===== src/hw/rtl/srd_press_div.sv =====
// Pressure scaling: rounded mag * 2^FRAC_BITS / 10^point by reciprocal multiply.
// Two stages (multiply, then add and shift); depends on nothing.
`default_nettype none

module srd_press_div #(
  parameter int FRAC_BITS = 16
) (
  input  wire logic                    clk,
  input  wire logic [15:0]             mag,
  input  wire logic [1:0]              point,
  output logic      [FRAC_BITS+15:0]   quot
);

  localparam int X_W = FRAC_BITS + 16;
  localparam int K   = X_W + 10;
  localparam int M_W = K - 3;
  localparam int T_W = M_W + 16;
  localparam int S_W = T_W + FRAC_BITS + 1;

  localparam longint unsigned ONE_K = 64'd1 << K;
  localparam longint unsigned M10   = (ONE_K + 64'd9) / 10;
  localparam longint unsigned M100  = (ONE_K + 64'd99) / 100;
  localparam longint unsigned M1000 = (ONE_K + 64'd999) / 1000;
  localparam longint unsigned H10   = 64'd5 * M10;
  localparam longint unsigned H100  = 64'd50 * M100;
  localparam longint unsigned H1000 = 64'd500 * M1000;

  logic [M_W-1:0] m_sel;
  logic [T_W-1:0] t_nxt, t_r;
  logic [15:0]    mag_r;
  logic [1:0]     point_r;
  logic [K-1:0]   h_sel;
  logic [S_W-1:0] sum;

  always_comb begin
    unique case (point)
      2'd1:    m_sel = M_W'(M10);
      2'd2:    m_sel = M_W'(M100);
      2'd3:    m_sel = M_W'(M1000);
      default: m_sel = '0;
    endcase
  end

  assign t_nxt = T_W'(mag) * T_W'(m_sel);

  always_ff @(posedge clk) begin
    t_r     <= t_nxt;
    mag_r   <= mag;
    point_r <= point;
  end

  always_comb begin
    unique case (point_r)
      2'd1:    h_sel = K'(H10);
      2'd2:    h_sel = K'(H100);
      2'd3:    h_sel = K'(H1000);
      default: h_sel = '0;
    endcase
  end

  assign sum = (S_W'(t_r) << FRAC_BITS) + S_W'(h_sel);

  always_comb begin
    if (point_r == 2'd0) begin
      quot = X_W'(mag_r) << FRAC_BITS;
    end else begin
      quot = X_W'(sum >> K);
    end
  end

endmodule

`default_nettype wire


===== config.mk =====
export PLATFORM = sky130hd
export DESIGN_NAME = srd_press_div
export DESIGN_NICKNAME = d
export VERILOG_FILES = /design/src/hw/rtl/srd_press_div.sv
export SDC_FILE = /design/constraint.sdc
export NUM_CORES = 1
export LEC_CHECK = 0
export ABC_AREA = 0
export BUFFER_PORTS_ARGS = -buffer_cell sky130_fd_sc_hd__buf_2
export CORE_MARGIN = 1.5
export CORE_UTILIZATION = 50
export DETAILED_ROUTE_END_ITERATION = 16
export HOLD_SLACK_MARGIN = 0.1
export PLACE_DENSITY = 0.69
export SLEW_MARGIN = 20
export SYNTH_ARGS = -nofsm -noshare
export SYNTH_HDL_FRONTEND = slang
export SYNTH_SLANG_ARGS = --single-unit

===== constraint.sdc =====
create_clock -name clk -period 9.25 [get_ports clk]
set_input_delay 0.925 -clock clk [delete_from_list [all_inputs] [get_ports clk]]
set_output_delay 0.925 -clock clk [all_outputs]
set_load 0.01 [all_outputs]

* Yosys cells after proc, flatten, opt, wreduce, memory -nomap -nowiden *
Index checks and enable logic that the tools add are counted.

storage, ports and cells
  word-level logic and storage cells = 15
  register bits after elaboration = 73

cells by class
  add/subtract/negate cells = 1
  multiply operators = 1
  muxes and demuxes = 3
  eq/ne operators = 6
  reductions and logical operators = 1

operator list
  operator              count
  $pmux W42 S3          1
  $pmux W39 S3          1
  $add A71 B42 Y72      1
  $mul A16 B39 Y55      1
  $mux W32              1
  $eq A2 B2 Y1 const B  4
  $eq A2 B1 Y1 const B  2
  $logic_not A2 Y1      1

* Logic depth before layout (Yosys ltp) *
  word-level depth = 4
  mapped depth = 30
  depth with buffers taken out = 26

* Least setup slack after synthesis *
OpenSTA, ideal clock, no wires.

  kind = input-to-reg
  start point = in point[0]
  end point = reg t_r[53]
  arrival = 7.651 ns
  stages = 26
  path buffers = 3
  setup time = 0.118 ns
  setup slack = 1.481 ns
  cell sequence = clkbuf_1 > clkbuf_1 > inv_1 > ha_1 > clkbuf_1 > nand2_1 > fa_1 > fa_1 > inv_1 > fa_1 > inv_1 > fa_1 > inv_1 > fa_1 > inv_1 > fa_1 > inv_1 > ha_1 > nor2_1 > or4b_1 > a211oi_1 > o311ai_0 > a21oi_1 > a41o_1 > a21oi_1 > xnor2_1

between the ends
  cells in the longest elaborated chain, start to end = 3
  elaborated cells between the ends (all ways) = 5
  classes of those cells = mul (1); eq/ne (3); mux (1)

ends and longest elaborated chain
  item                                                 RTL line  source
  from (decl)                                          10        input wire logic [1:0] point,
  $eq A2 B2 Y1 / $eq A2 B1 Y1 (equally long branches)  36        unique case (point)
  $pmux W39 S3 (*)                                     36
  $mul A16 B39 Y55 (*)                                 44        assign t_nxt = T_W'(mag) * T_W'(m_sel);
  net t_nxt[53]                                        29        logic [T_W-1:0] t_nxt, t_r;
  to (signal assigned)                                 47        t_r <= t_nxt;
  to (decl)                                            29

Mark *: on every way through the listed nets, which the timed path passes. The rest lies on a longest branch.

* Worst setup path after layout *
  start point = in point[0]
  end point = reg t_r[49]

Same word-level chain as after synthesis.

==> flow_summary_export.csv <==
group,metric,value,unit
detailed_routing,ant_nets,0,
die,ios,51,
yosys,synthDistinctLibCells,57,
setup_path,crit_family,"adder cells",
placed_design,gp_congestion,1.04,
sta,tns,0,ns
setup_path,arrival,8.33,ns
cts,numClockSinks,48,
yosys,seq_area_frac_synth,5.57,%
cts,cts_tree,"built",
yosys,syn_area_per_cell,9.63,um^2
sta,rsz0062_at_grt,"false",
worst_hold_path,holdPathEnd,"point_r[1]",
placed_design,io_buffers,50,
setup_path,crit_chain,"buf_2 -> inv_1 -> ha_1 -> nand2_1 -> fa_1 -> fa_1 -> inv_1 -> fa_1 -> fa_1 -> fa_1 -> inv_1 -> fa_1 -> inv_1 -> ha_1 -> a21o_1 -> nor3_1 -> a31oi_1 -> o311ai_1 -> a21boi_0 -> o311ai_0 -> a21oi_1 -> xor2_1",
setup_path,crit_fanout,17,
die,die_area,35600,um^2
detailed_routing,wl_per_cell,23.6,um
final_layout,multi_input_area,14100,um^2
global_route,grt_pass1_vias,13322,
die,die_w,189,um
final_layout,final_cell_mix,"inv_1, fa_1, ha_1",
cts,ctsResizeCount,0,
worst_hold_path,hold_depth,1,
detailed_routing,firstDrtPassIters,5,
die,coreArea,33800,um^2
die,placement_rows,67,
yosys,postSynthNetCount,2439,
final_layout,final_nets,2487,
final_layout,fin_util,54.2,%
yosys,synth_ff_type,"dfxtp_1",
sta,setup_violations,0,
yosys,synthArstFlopShare,0,%
sta,timing.fmax,0.123,GHz
sta,hold_slack,0.871,ns
final_layout,drive_gt1_share,4.95,%
yosys,synthTopCellsByArea,"fa_1, ha_1, inv_1, dfxtp_1, nand2_1",
yosys,synth_top_area_share,49.1,%
yosys,yosysWarnings,0,
global_route,grt-ovfl-total,0,
sta,fin_crit_sh,88.0,%
sta,maxSlewViolCount,0,
sta,hold_viol_final,0,
final_layout,nFillCells,3111,
placed_design,dp_hpwl,49500,um
final_layout,seq_area,961,um^2
cts,cts-root-buf,"clkbuf_16",
setup_path,cp.required,9.44,ns
global_route,grt_use_total,31.5,%
setup_path,critical_path_class,"primary input to flop",
final_layout,fin_area,18300,um^2
job,cap_violations,0,
setup_path,crit_path_frequent_cell,"fa_1",
worst_hold_path,min_from,"point[1]",
detailed_routing,avgViaCountPerCell,5.37,
final_layout,area_growth_syn_to_layout,6.06,%
global_route,antenna_found_initial,0,
yosys,netlist_area,17200,um^2
setup_path,setup.worst_path.end_class,"flop",
setup_path,path_buf_inv,5,
setup_path,slowest_stage,"ha_1",
sta,worst_slew_pin_slew,0.806,ns
cts,numCtsBuffers,5,
cts,cts_buffer_depth,2,
setup_path,startpoint_type,"primary input",
detailed_routing,drc_errors,0,
cts,cts-htree-levels,2,
global_route,grt_max_degree,45,
detailed_routing,drtIter0Drc,862,
sta,slew_headroom,46.3,%
detailed_routing,num_vias,12296,
cts,cts_hold_buf,0,
die,start_util,51.1,%
yosys,synth-seq-cells,48,
yosys,synth_cells,1791,
worst_hold_path,hold_path.class,"primary input to flop",
global_route,grt_pass1_wl,81100,um
yosys,synth_edf_count,0,
setup_path,max_stage_delay,0.70,ns
cts,post-cts-setup-buffer-count,0,
final_layout,layout_commonest_cell,"inv_1",
die,chipHeight,189,um
yosys,yosys.area.top_type,"fa_1",
outcome,status,"completed",
sta,period_needed,8.14,ns
detailed_routing,wl,54000,um
cts,cts.clk_slew.worst_paths,0.07,ns
placed_design,dpl_cell_area,18100,um^2
==> cell usage after synthesis, drive strengths merged (20+ instances only) <==
master / instances
inv: 553
fa: 423
ha: 206
nand2: 134
a21oi: 53
dfxtp: 48
nor2: 47
o21ai: 36
xnor2: 36
xor2: 34
clkbuf: 30
and2: 27
a21o: 26
nand4: 20
==> per-layer routing <==
metal / global-route usage [%] / share of wire [%] / up-vias
li1: - / - / 5427
met1: 42.6 / 42 / 6284
met2: 51.0 / 46 / 490
met3: 5.72 / 7.8 / 95
met4: 11.0 / 4.0 / 0
met5: 0 / 0 / -
==> logic make-up after synthesis <==
logic type,count (synthesis),share of synthesized area (%)
and+or+nand+nor,297,8.17
DFF,48,5.57
xor gates and xnor gates,70,3.55
AOI/OAI and AO/OA,162,5.89
buffers and inverters,584,12.7
adders and majority gates,630,64.1
==> final cells by class <==
type / instances / share of cell area, %
Antenna cell: 1 / 0.0137
Multi-Input combinational cell: 1159 / 77.1
Timing Repair Buffer: 72 / 2.27
Sequential cell: 48 / 5.25
Tap cell: 448 / 3.06
Clock buffer: 6 / 0.759
Clock inverter: 2 / 0.212
Inverter: 553 / 11.3
==> sequential cells by signal (all words and copies together) (netlist names) <==
register	cells
t_r	30
mag_r	16
point_r	2
==> worst max-delay path by stage <==
stage | from | end | slack, ns | cells after the start
floorplan | point[0] | t_r[53] | 1.48 | 26
global placement | point[0] | t_r[49] | 0.92 | 24
detailed placement | point[0] | t_r[49] | 0.88 | 24
CTS | point[0] | t_r[49] | 1.17 | 24
global route | point[0] | t_r[49] | 0.79 | 24
finish | point[0] | t_r[49] | 1.11 | 22
==> per-stage QoR <==
step | instances | setup WS (ns)
final | 2289 | 1.11
after global routing | 2288 | 0.790
after CTS | 2288 | 1.17
after detailed placement | 2280 | 0.884
after global placement | 2280 | 0.917
after floorplan | 1791 | 1.48
Power is not shown: default switching activity piles up to over one toggle a cycle in this logic, so the estimate is an artifact.
